## src/hdl/color_space_quantizer_unit_assert.svh

```systemverilog
// ---------------------------------------------------------------------------
// Assertion macros for the colour space quantiser
// Clocked on clock, switched off while reset is high.
// ---------------------------------------------------------------------------
`ifndef COLOR_SPACE_QUANTIZER_UNIT_ASSERT_SVH
`define COLOR_SPACE_QUANTIZER_UNIT_ASSERT_SVH

// same-cycle implication
`define CSQ_ASSERT_IMP(lbl, ante, cons) \
   lbl: assert property (@(posedge clock) disable iff (reset) (ante) |-> (cons)) \
      else $error("csq: same-cycle check failed");

// next-cycle implication
`define CSQ_ASSERT_NXT(lbl, ante, cons) \
   lbl: assert property (@(posedge clock) disable iff (reset) (ante) |=> (cons)) \
      else $error("csq: next-cycle check failed");

`endif

```

## src/hdl/csq_pkg.sv

```systemverilog
// ---------------------------------------------------------------------------
// csq_pkg
// Types, register codes and colour matrices for the colour space quantiser.
// ---------------------------------------------------------------------------
`default_nettype none

package csq_pkg;

   typedef struct packed {
      logic [7:0] red_in;
      logic [7:0] green_in;
      logic [7:0] blue_in;
   } csq_req_type;

   typedef struct packed {
      logic [7:0] red_out;
      logic [7:0] green_out;
      logic [7:0] blue_out;
   } csq_rsp_type;

   localparam logic [1:0] MODE_RGB = 2'd0;
   localparam logic [1:0] MODE_YUV = 2'd1;
   localparam logic [1:0] MODE_YIQ = 2'd2;

   localparam logic [1:0] CSR_COLOR_MODE = 2'd0;
   localparam logic [1:0] CSR_LEVELS     = 2'd1;

   localparam int SW = 9;    // luma step width (1..256)
   localparam int DW = 17;   // Q9.8 step width
   localparam int MW = 23;   // reciprocal width
   localparam int RECIP_SHIFT = 30;

   typedef struct packed {
      logic                  busy;
      logic [1:0]            mode;
      logic [SW-1:0]         step;
      logic [2:0][DW-1:0]    div;
      logic [2:0][MW-1:0]    recip;
   } csq_cfg_type;

   typedef enum logic [1:0] {
      ST_LOAD,
      ST_DIV,
      ST_IDLE
   } csq_state_type;

   // chroma ranges in hundredths, [yiq][chroma]
   localparam int RANGE_TAB [2][2] = '{'{22236, 31365}, '{30396, 26622}};
   localparam int HALF_TAB  [2][2] = '{
      '{(22236 * 128 + 50) / 100, (31365 * 128 + 50) / 100},
      '{(30396 * 128 + 50) / 100, (26622 * 128 + 50) / 100}};

   // matrices in thousandths, [yiq][row][col]
   localparam int FWD_TAB [2][3][3] = '{
      '{'{299, 587, 114}, '{-147, -289, 436}, '{615, -515, -100}},
      '{'{299, 587, 114}, '{596, -274, -322}, '{211, -522, 311}}};
   localparam int INV_TAB [2][3][3] = '{
      '{'{1000, 0, 1140}, '{1000, -395, -581}, '{1000, 2032, 0}},
      '{'{1000, 956, 621}, '{1000, -272, -649}, '{1000, -1106, 1703}}};

   // thousandths to fixed point, ties away from zero
   function automatic int coef_fix(input int k, input int frac);
      int mag;
      int q;
      mag = (k < 0) ? -k : k;
      q = (mag * (1 << frac) + 500) / 1000;
      return (k < 0) ? -q : q;
   endfunction

endpackage

`default_nettype wire

```

## src/hdl/csq_cfg.sv

```systemverilog
// ---------------------------------------------------------------------------
// csq_cfg
// Configuration registers and a radix-2 divider that derives the quantiser
// steps and their reciprocals after reset and after every register write.
// ---------------------------------------------------------------------------
`default_nettype none

module csq_cfg (
   input  wire logic                 clock,
   input  wire logic                 reset,
   input  wire logic                 csr_valid,
   output logic                      csr_ready,
   input  wire logic [1:0]           csr_index,
   input  wire logic [8:0]           csr_data,
   output csq_pkg::csq_cfg_type      cfg
);

   localparam int NW = 31;
   localparam logic [2:0] JOB_STEP     = 3'd0;
   localparam logic [2:0] JOB_CHROMA_U = 3'd1;
   localparam logic [2:0] JOB_CHROMA_V = 3'd2;
   localparam logic [2:0] JOB_RECIP_Y  = 3'd3;
   localparam logic [2:0] JOB_RECIP_U  = 3'd4;
   localparam logic [2:0] JOB_RECIP_V  = 3'd5;

   csq_pkg::csq_state_type state_ff, state_in;
   logic [1:0]                   mode_ff;
   logic [8:0]                   levels_ff;
   logic [2:0]                   job_ff;
   logic [4:0]                   cnt_ff;
   logic [csq_pkg::DW-1:0]       rem_ff;
   logic [NW-1:0]                quo_ff;
   logic [csq_pkg::DW-1:0]       den_ff;
   logic [csq_pkg::SW-1:0]       step_ff;
   logic [2:0][csq_pkg::DW-1:0]  div_ff;
   logic [2:0][csq_pkg::MW-1:0]  recip_ff;

   logic [8:0]                   lv;
   logic                         yiq;
   logic [NW-1:0]                num_sel;
   logic [csq_pkg::DW-1:0]       den_sel;
   logic [csq_pkg::DW:0]         rem_sh;
   logic                         ge;
   logic [csq_pkg::DW-1:0]       rem_in;
   logic [NW-1:0]                quo_in;
   logic                         busy;

   // levels clamped to 1..256
   always_comb begin
      if (levels_ff == 9'd0) begin
         lv = 9'd1;
      end else if (levels_ff > 9'd256) begin
         lv = 9'd256;
      end else begin
         lv = levels_ff;
      end
   end

   assign yiq = (mode_ff == csq_pkg::MODE_YIQ);

   always_comb begin
      case (job_ff)
         JOB_STEP: begin
            num_sel = NW'(256);
            den_sel = csq_pkg::DW'(lv);
         end
         JOB_CHROMA_U, JOB_CHROMA_V: begin
            num_sel = NW'(csq_pkg::RANGE_TAB[yiq][job_ff == JOB_CHROMA_V] * 256)
                      + NW'(lv) * NW'(50);
            den_sel = csq_pkg::DW'(lv) * csq_pkg::DW'(100);
         end
         JOB_RECIP_Y: begin
            num_sel = NW'(1) << csq_pkg::RECIP_SHIFT;
            den_sel = {step_ff, 8'b0};
         end
         JOB_RECIP_U: begin
            num_sel = NW'(1) << csq_pkg::RECIP_SHIFT;
            den_sel = div_ff[1];
         end
         JOB_RECIP_V: begin
            num_sel = NW'(1) << csq_pkg::RECIP_SHIFT;
            den_sel = div_ff[2];
         end
         default: begin
            num_sel = '0;
            den_sel = csq_pkg::DW'(1);
         end
      endcase
   end

   // one quotient bit a cycle
   always_comb begin
      rem_sh = {rem_ff, quo_ff[NW-1]};
      ge     = (rem_sh >= {1'b0, den_ff});
      rem_in = ge ? csq_pkg::DW'(rem_sh - {1'b0, den_ff}) : csq_pkg::DW'(rem_sh);
      quo_in = {quo_ff[NW-2:0], ge};
   end

   // next state
   always_comb begin
      case (state_ff)
         csq_pkg::ST_LOAD: state_in = csq_pkg::ST_DIV;
         csq_pkg::ST_DIV: begin
            if (cnt_ff != 5'd0) begin
               state_in = csq_pkg::ST_DIV;
            end else if (job_ff == JOB_RECIP_V) begin
               state_in = csq_pkg::ST_IDLE;
            end else begin
               state_in = csq_pkg::ST_LOAD;
            end
         end
         csq_pkg::ST_IDLE: state_in = csr_valid ? csq_pkg::ST_LOAD : csq_pkg::ST_IDLE;
         default:          state_in = csq_pkg::ST_LOAD;
      endcase
   end

   // outputs
   always_comb begin
      case (state_ff)
         csq_pkg::ST_IDLE: begin
            busy      = 1'b0;
            csr_ready = 1'b1;
         end
         default: begin
            busy      = 1'b1;
            csr_ready = 1'b0;
         end
      endcase
   end

   always_ff @(posedge clock) begin
      if (reset) begin
         state_ff  <= csq_pkg::ST_LOAD;
         job_ff    <= JOB_STEP;
         cnt_ff    <= '0;
         mode_ff   <= csq_pkg::MODE_RGB;
         levels_ff <= 9'd8;
      end else begin
         state_ff <= state_in;
         case (state_ff)
            csq_pkg::ST_IDLE: begin
               if (csr_valid) begin
                  job_ff <= JOB_STEP;
                  if (csr_index == csq_pkg::CSR_COLOR_MODE) begin
                     mode_ff <= csr_data[1:0];
                  end else if (csr_index == csq_pkg::CSR_LEVELS) begin
                     levels_ff <= csr_data;
                  end
               end
            end
            csq_pkg::ST_LOAD: cnt_ff <= 5'(NW - 1);
            csq_pkg::ST_DIV: begin
               cnt_ff <= cnt_ff - 5'd1;
               if (cnt_ff == 5'd0) begin
                  job_ff <= job_ff + 3'd1;
               end
            end
            default: ;
         endcase
      end
   end

   always_ff @(posedge clock) begin
      if (state_ff == csq_pkg::ST_LOAD) begin
         rem_ff <= '0;
         quo_ff <= num_sel;
         den_ff <= den_sel;
      end else if (state_ff == csq_pkg::ST_DIV) begin
         rem_ff <= rem_in;
         quo_ff <= quo_in;
         if (cnt_ff == 5'd0) begin
            case (job_ff)
               JOB_STEP:     step_ff <= quo_in[csq_pkg::SW-1:0];
               JOB_CHROMA_U: div_ff[1] <= quo_in[csq_pkg::DW-1:0];
               JOB_CHROMA_V: div_ff[2] <= quo_in[csq_pkg::DW-1:0];
               JOB_RECIP_Y: begin
                  div_ff[0]   <= {step_ff, 8'b0};
                  recip_ff[0] <= quo_in[csq_pkg::MW-1:0];
               end
               JOB_RECIP_U:  recip_ff[1] <= quo_in[csq_pkg::MW-1:0];
               JOB_RECIP_V:  recip_ff[2] <= quo_in[csq_pkg::MW-1:0];
               default: ;
            endcase
         end
      end
   end

   assign cfg.busy  = busy;
   assign cfg.mode  = mode_ff;
   assign cfg.step  = step_ff;
   assign cfg.div   = div_ff;
   assign cfg.recip = recip_ff;

endmodule

`default_nettype wire

```

## config.mk

```make
export PLATFORM = sky130hd
export DESIGN_NAME = csq_cfg
export DESIGN_NICKNAME = d
export VERILOG_FILES = /design/src/hdl/color_space_quantizer_unit_assert.svh /design/src/hdl/csq_pkg.sv /design/src/hdl/csq_cfg.sv
export SDC_FILE = /design/constraint.sdc
export NUM_CORES = 1
export LEC_CHECK = 0
export BUFFER_PORTS_ARGS = -buffer_cell sky130_fd_sc_hd__buf_2
export CAP_MARGIN = 20
export CORE_ASPECT_RATIO = 0.75
export CORE_MARGIN = 2
export CORE_UTILIZATION = 29
export CTS_CLUSTER_DIAMETER = 100
export CTS_CLUSTER_SIZE = 25
export DETAILED_ROUTE_END_ITERATION = 12
export GPL_TIMING_DRIVEN = 0
export SLEW_MARGIN = 20
export SYNTH_ARGS = -nofsm -noshare
export SYNTH_HDL_FRONTEND = slang
export SYNTH_SLANG_ARGS = --single-unit
```

## constraint.sdc

```tcl
create_clock -name clock -period 10.1 [get_ports clock]
set_input_delay 2.02 -clock clock [delete_from_list [all_inputs] [get_ports clock]]
set_output_delay 2.02 -clock clock [all_outputs]
set_load 0.005 [all_outputs]
```

# == Word-level counts from Yosys, hierarchy flattened ==
# Cells that the tools add are included.
# word_totals
latchBits,0
output_inout_bits,133
register_bits,207
elab_cells,82
rom_bits,0
n_memories,0
inputBits,14
ramBits,0
# op_classes
n_div,0
n_mul,2
add_sub_neg,4
eq_ne,11
n_mux,23
n_lt_le_gt_ge,4
n_shift,0
n_reduce_logical,19
bitwise_logic,4
# op_table
cell,count
two-way mux 55 bit,2
one-hot mux 31 bit (3 select lines),1
one-hot mux 17 bit (5 select lines),1
two-way mux 23 bit,3
two-way mux 31 bit,2
two-way mux 46 bit,1
adder 31 x 15 -> 31 bit,1
"multiplier 9 x 5 -> 14 bit, second input constant",2
AND reduction 4 bit,7
greater-or-equal comparator 18 x 17 -> 1 bit,1
two-way mux 9 bit,2
two-way mux 17 bit,1
subtractor 17 bit,1
one-hot mux 5 bit (2 select lines),1
"> comparator 9 bit, second input constant",1
zero test 9 bit,1
"equality test 3 x 2 -> 1 bit, second input constant",2
"equality test 3 bit, second input constant",2
two-way mux 2 bit,3
two-way mux 3 bit,2
one-hot mux 2 bit (3 select lines),1
one-hot mux 3 bit (2 select lines),1
AND reduction 3 bit,2
zero test 5 bit,1
16 further kinds,25

# == Longest topological paths before layout ==
# Gate-level depths: netlist of the first run.
# logic_depth
ltp_word,11
depth_mapped,21
ltp_nobuf,20

# == Worst setup path after synthesis of the first run ==
# OpenSTA, ideal clock, no wires.
# synth_path
path_kind,reg2reg
start,register levels_ff[8]
end,"register quo_ff[18], data pin"
path_stages_with_launch,21
arrival_ps,4660
synth_period_minus_slack_ps,4917
setup_time_ps,257
path_buffers,1
slack_ps,5183
required_ps,9843
cell_sequence,dfxtp_1 -> clkbuf_1 -> or2_2 -> nor3_1 -> a22o_1 -> ha_1 -> ha_1 -> ha_1 -> fa_1 -> a21o_1 -> a21oi_1 -> o21ai_1 -> a2111oi_0 -> nor3_1 -> xor2_1 -> ha_1 -> and3_1 -> a221o_1 -> nor2_1 -> o21ai_1 -> a32o_1
# synth_between
elab_chain_cells,7
word_cells_on_any_way,8
cone_classes,add/sub (1); mul (1); order compare (1); mux (4); reduce/logical (1)
# synth_rtl
element,line,source
"start, declared",csq_cfg.sv:28,logic [8:0] levels_ff;
"start signal, assigned",csq_cfg.sv:147,levels_ff <= csr_data;
> comparator 9 bit,csq_cfg.sv:52,end else if (levels_ff > 9'd256) begin
two-way mux 9 bit,csq_cfg.sv:52,
two-way mux 9 bit (*),csq_cfg.sv:50,if (levels_ff == 9'd0) begin
multiplier 9 x 5 -> 14 bit (*),csq_cfg.sv:69,+ NW'(lv) * NW'(50);
adder 31 x 15 -> 31 bit (*),csq_cfg.sv:69,
one-hot mux 31 bit (3 select lines) (*),csq_cfg.sv:62,case (job_ff)
two-way mux 31 bit (*),csq_cfg.sv:164,if (state_ff == csq_pkg::ST_LOAD) begin
"end signal, assigned",csq_cfg.sv:166,quo_ff <= num_sel;
"end signal, assigned",csq_cfg.sv:170,quo_ff <= quo_in;
"end, declared",csq_cfg.sv:32,logic [NW-1:0] quo_ff;
# Mark *: on every way between the ends. The rest lies on a longest branch, timed or not.
# A chain may end at the register's enable or synchronous reset.

# == Final worst setup path of the first run ==
# layout_path
start,register levels_ff[8]
end,"register quo_ff[19], data pin"
# The elaborated chain is that of the path after synthesis.

==> results.yml, run 1 <==
final_layout:
  area_growth_pct: 17.87
  diodes: 0
  multi_input_area_um2: 3603
  nets: 1042
  register_area_um2: 5836
  final_cells: 1415
  post_route_cells_drive_above_1_share_pct: 21.04
  fill_cells: 3343
synthesis:
  yosys.area.top_type_share_pct: 51.82
  syn_avg_cell_area_um2: 12.33
  synth-main-ff-cell: "edfxtp_1"
  ys_ff_latch: 207
  synthArstFlopShare_pct: 0
  synth_edf_count: 169
  synth_cell_types: 71
  ys_seq_area_share_pct: 59.59
  syn_area_um2: 9793
  synth_area_leaders: "edfxtp_1 52%, ha_1 8.0%, dfxtp_1 7.8%"
  synth_top_area_cell: "edfxtp_1"
  syn_inst: 794
  yosysWarnings: 0
setup_path:
  reg2reg_slack_ns: 4.41
  cp_max_fo: 10
  cp_cell_sequence: "clkbuf_1 > nor2b_1 > ha_1 > ha_1 > fa_1 > ha_1 > a21o_1 > a21oi_1 > o21ai_1 > a2111oi_0 > nor3_1 > xor2_1 > ha_1 > a21o_1 > a21oi_1 > inv_1 > a32oi_1 > xnor2_1 > a22o_1"
  crit_arrival_ns: 5.93
  r2r_end: "quo_ff[19]"
  cp-end-kind: "flop"
  r2r_cells: 19
  startpoint_type: "flop"
  cp.required_ns: 10.34
  path_class: "reg -> reg"
  crit_slowest_cell: "nor2b_1"
  slowest_delay_ns: 0.51
  path_common_cell: "ha_1"
  rr_startpoint: "levels_ff[8]"
hold_path:
  min_from: "levels_ff[6]"
  hold_depth: 2
  holdCritPathClass: "reg -> reg"
  holdPathEnd: "levels_ff[6]"
power_and_ir_drop:
  max-vdd-ir-drop_mv: 0.1098
  p_int_mw: 1.347
  p_sw_uw: 524.8
  combPwrFrac_pct: 18.4
  seq_power_share_pct: 53.8
  power_density_nw_per_um2: 162.1
  p_leak_nw: 4.724
  pwr-share-clk_pct: 27.9
  swShare_pct: 28.04
global_route:
  grt_pass1_wl_mm: 39.14
  grt.overflow.total: 0
  grt.total_usage_pct: 14.58
  grt_pass1_vias: 6474
  grt_max_degree: 39
  antenna_found_initial: 0
clock_network:
  cts_tree: "built"
  post-cts-setup-buffers: 0
  cts.path.max_buffers: 3
  ctsHoldBuffers: 0
  cts-buffers-inserted: 12
  root_buffer: "clkbuf_16"
  cts_resized: 0
  htree_levels: 1
  cts_sinks: 207
  clk_latency_ns: 0.48
  clk_pin_slew_ns: 0.10
routing:
  drc: 0
  routed_wirelength_mm: 26.57
  wl_per_cell_um: 18.78
  vias_per_cell: 4.942
  num_vias: 6993
  drt_first_pass_iters: 5
  drtIter0Drc: 678
  ant_nets: 0
placed_design:
  io_buffers: 138
  gp_congestion: 0.9225
  placedCellCount: 1395
  dp_hpwl_mm: 19.89
timing:
  tns_ns: 0
  skew_ns: 0.02781
  hold_ws_ns: 0.4775
  setup_viol: 0
  hold_violations: 0
  tightest_slew_ns: 1.096
  rsz0062_at_grt: "no"
  fmax_ghz: 0.1757
  slew_violations: 0
  period_needed_ns: 5.691
  timing.slew.headroom_pct: 26.16
  finalCritPeriodShare_pct: 56.35
die:
  initial_core_util_pct: 29.34
  dieArea_um2: 35270
  die_h_um: 163.1
  coreArea_um2: 33380
  rows: 58
  pin_count: 147
  die_w_um: 216.2
status:
  status: "finished, final reports clean"
job:
  cap_viol_max_count: 0
layout by cell type (no fill, tap or decap), drive strengths merged, types with 3 or more instances in the layout:
cell type	count
a22o	9
edfxtp	169
clkbuf	41
a21o	15
o211ai	8
a32o	3
and2	10
o21ai	35
nand2b	6
a22oi	3
or3	4
nand3	25
nor2b	14
and3	6
nand4	3
a41oi	4
dfxtp	38
o221ai	3
a21oi	39
xor2	9
conb	8
o31ai	6
nor3	17
fa	6
inv	56
a211oi	10
ha	63
mux2i	5
a222oi	12
buf	157
a221o	10
nand2	84
xnor2	15
nor2	36
mux2	6
per-stage QoR:
stage	util (%)	area, um2	setup slack, ns	power [mW]
6_report	34.58	11540	4.409	1.872
5_1_grt	34.58	11540	4.132	1.950
4_1_cts	34.58	11540	4.463	1.877
3_5_place_dp	33.49	11180	4.495	1.362
3_3_place_gp	33.17	11070	4.487	1.357
2_1_floorplan	-	9819	5.183	1.268
worst max-delay path by stage:
stage,depth (start not counted),from,to
2_1_floorplan,20,levels_ff[8],quo_ff[18]
3_3_place_gp,18,levels_ff[8],quo_ff[18]
3_5_place_dp,18,levels_ff[8],quo_ff[18]
4_1_cts,18,levels_ff[8],quo_ff[18]
5_1_grt,21,levels_ff[8],quo_ff[19]
6_report,19,levels_ff[8],quo_ff[19]
cell families (layout without fill, tap and decap cells):
family / count (synthesis) / in the layout / share of synthesized area [%]
compound gates: 174 / 174 / 13.25
xor+xnor: 24 / 24 / 2.147
fa+ha+maj: 69 / 69 / 9.276
buf+inv: 92 / 256 / 4.050
flops: 207 / 207 / 59.59
mux: 11 / 11 / 1.201
other cells: 1 / 8 / 0.03829
simple gates: 216 / 216 / 10.45
sequential cells by signal, indices dropped and copies added, names as in the netlist:
| name | flops |
|---|---|
| state_ff | 2 |
| rem_ff | 17 |
| mode_ff | 2 |
| quo_ff | 31 |
| job_ff | 3 |
| den_ff | 17 |
| levels_ff | 9 |
| step_ff | 9 |
| cfg | 112 |
| cnt_ff | 5 |
worst max-delay path, delay by kind of cell (launching register included):
| kind | cells | cell delay (ns) |
|---|---|---|
| XOR/XNOR | 2 | 0.48 |
| AO/OA/AOI/OAI | 8 | 1.84 |
| adder cells (fa/ha/maj) | 5 | 1.92 |
| AND/OR/NAND/NOR | 2 | 0.63 |
| flip-flops | 1 | 0.31 |
| buffers and inverters | 2 | 0.26 |
power groups by stage:
stage	combinational, mW	clock [mW]	sequential [mW]
floorplan	0.258	0	1.01
global placement	0.333	0	1.02
detailed placement	0.336	0	1.03
CTS	0.339	0.532	1.01
global route	0.379	0.559	1.01
finish	0.344	0.521	1.01
synthesized netlist by cell type (14+ instances only):
master,n
a21oi_1,38
nor3_1,17
ha_1,63
nand3_1,24
a21o_1,14
edfxtp_1,169
nor2_1,35
o21ai_0,23
nand2_1,83
dfxtp_1,38
nor2b_1,14
xnor2_1,15
clkbuf_1,23
inv_1,52
layout make-up:
cell class	count	share of cell area (%)
sequential	207	50.55
buffer	36	1.615
inverter	56	1.832
tap	450	4.878
clock buffer	18	2.981
multi-input combinational	502	31.22
timing repair buffer	144	6.753
clock inverter	2	0.1734
routing by layer:
metal	global-route usage (%)	wire length, um	vias up
li1	-	-	3274
met1	22.09	13000	3349
met2	20.63	10620	321
met3	3.277	2225	49
met4	4.016	730	0
met5	0	0	-
Power figures use the tool's default switching activity.
==> run 2: changes to the inputs <==
==> constraint.sdc (replaced) <==
create_clock -name clock -period 5.2 [get_ports clock]
set_input_delay 1.04 -clock clock [delete_from_list [all_inputs] [get_ports clock]]
set_output_delay 1.04 -clock clock [all_outputs]
set_load 0.005 [all_outputs]
==> results.yml, run 2 (same netlist as run 1, synthesis figures left out) <==
clock_network:
  htree_levels: 1
  cts_tree: "built"
  cts_sinks: 207
  cts-buffers-inserted: 12
  ctsHoldBuffers: 0
  clk_pin_slew_ns: 0.10
  cts.path.max_buffers: 3
  clk_latency_ns: 0.48
  root_buffer: "clkbuf_16"
setup_path:
  cp_max_fo: 10
  path_class: "reg -> reg"
  reg2reg_slack_ns: 0.20
  crit_arrival_ns: 5.24
  cp.required_ns: 5.44
  startpoint_type: "flop"
  cp-end-kind: "flop"
final_layout:
  diodes: 0
  post_route_cells_drive_above_1_share_pct: 22.42
  largest_reg_flops: 112
  nets: 1045
  area_growth_pct: 18.69
  final_common_cell: "edfxtp_1"
  final_cell_mix: "169 x edfxtp_1, 140 x buf_2, 83 x nand2_1, 62 x ha_1, 52 x inv_1"
  postLayoutCellArea_um2: 11620
  fill_cells: 3340
global_route:
  grt_max_degree: 39
  grt.total_usage_pct: 14.61
  grt_pass1_wl_mm: 39.27
  antenna_found_initial: 0
  grt.overflow.total: 0
  grt_pass1_vias: 6515
timing:
  fmax_ghz: 0.2002
  setup_viol: 0
  slew_violations: 0
  hold_violations: 0
  finalCritPeriodShare_pct: 96.07
  period_needed_ns: 4.996
  skew_ns: 0.02885
  tightest_slew_ns: 1.099
  timing.slew.headroom_pct: 25.96
power_and_ir_drop:
  p_leak_nw: 4.757
  power_density_nw_per_um2: 312.5
  max-vdd-ir-drop_mv: 0.2126
  fin_total_pwr_mw: 3.633
die:
  die_h_um: 163.1
  coreArea_um2: 33380
  pin_count: 147
  die_w_um: 216.2
  initial_core_util_pct: 29.34
  rows: 58
  dieArea_um2: 35270
status:
  status: "finished, final reports clean"
routing:
  ant_nets: 0
  drtIter0Drc: 663
  vias_per_cell: 4.965
  drc: 0
  wl_per_cell_um: 18.81
  drt_first_pass_iters: 7
  routed_wirelength_mm: 26.68
  num_vias: 7040
job:
  cap_viol_max_count: 0
placed_design:
  gp_congestion: 0.9225
  dp_hpwl_mm: 19.89
  post_dp_cell_area_um2: 11180
  io_buffers: 138
hold_path:
  holdCritPathClass: "reg -> reg"
[run 2: changes by cell type in the layout (fill, tap and decap cells not counted), sizes merged]
cell	previous run	this run
clkbuf	41	40
buf	157	161
[run 2: final timing paths]
path / startpoint / end / cells after the start
setup / recovery: levels_ff[8] / quo_ff[19] / 19
hold / removal: levels_ff[6] / levels_ff[6] / 2
setup reg to reg: levels_ff[8] / quo_ff[19] / 19
hold reg to reg: levels_ff[6] / levels_ff[6] / 2
[run 2: layout make-up]
| class | count | area, um2 | area share (%) |
|---|---|---|---|
| Clock buffer | 18 | 344.1 | 2.960 |
| Tap cell | 450 | 563.0 | 4.844 |
| Sequential cell | 207 | 5839 | 50.24 |
| Multi-Input combinational cell | 502 | 3654 | 31.43 |
| Inverter | 56 | 211.5 | 1.819 |
| Buffer | 35 | 182.7 | 1.572 |
| Clock inverter | 2 | 20.02 | 0.1722 |
| Timing Repair Buffer | 148 | 809.5 | 6.965 |
[run 2: power by group]
group | switching [mW] | total [mW] | internal, mW
registers | 0.0719 | 1.95 | 1.88
logic | 0.409 | 0.670 | 0.261
clock network | 0.537 | 1.01 | 0.473
total | 1.02 | 3.63 | 2.62
[run 2: per-layer routing]
metal	routed length [um]	track usage, %
met5	0	0
met3	2535	3.277
met4	705	4.016
met1	12710	22.05
met2	10730	20.80
[run 2: metrics by stage]
step,util [%],std cells,hold slack (ns),setup TNS [ns],setup slack (ns)
after floorplan,-,801,0.4366,0,0.2833
after global placement,33.17,1389,0.4586,-2.007,-0.4129
after detailed placement,33.49,1395,0.4616,-1.845,-0.4053
after CTS,34.73,1417,0.4783,0,0.04339
after global routing,34.82,1418,0.4969,-0.01204,-0.01073
final,34.82,1418,0.4768,0,0.2042
[run 2: repair_timing]
action | CTS | global route
setup buffers | 3 | 1
cloned | 0 | 0
gates resized for setup | 11 | 3
pin swaps | 3 | 3
hold endpoints to repair | 0 | 0
endpoints found under the setup margin | 7 | 7
[run 2: critical path: stages (launching register included)]
cell     delay [ns]
dfxtp_4        0.40
nor2b_1        0.35
ha_1           0.31
ha_1           0.27
inv_1          0.05
fa_1           0.50
inv_1          0.04
ha_1           0.35
o21ai_1        0.13
o21ai_2        0.22
nand2_1        0.10
xnor2_1        0.36
ha_1           0.40
a21o_1         0.25
a21o_1         0.18
a21oi_1        0.22
inv_1          0.09
a32oi_2        0.22
xnor2_1        0.10
a22o_1         0.22
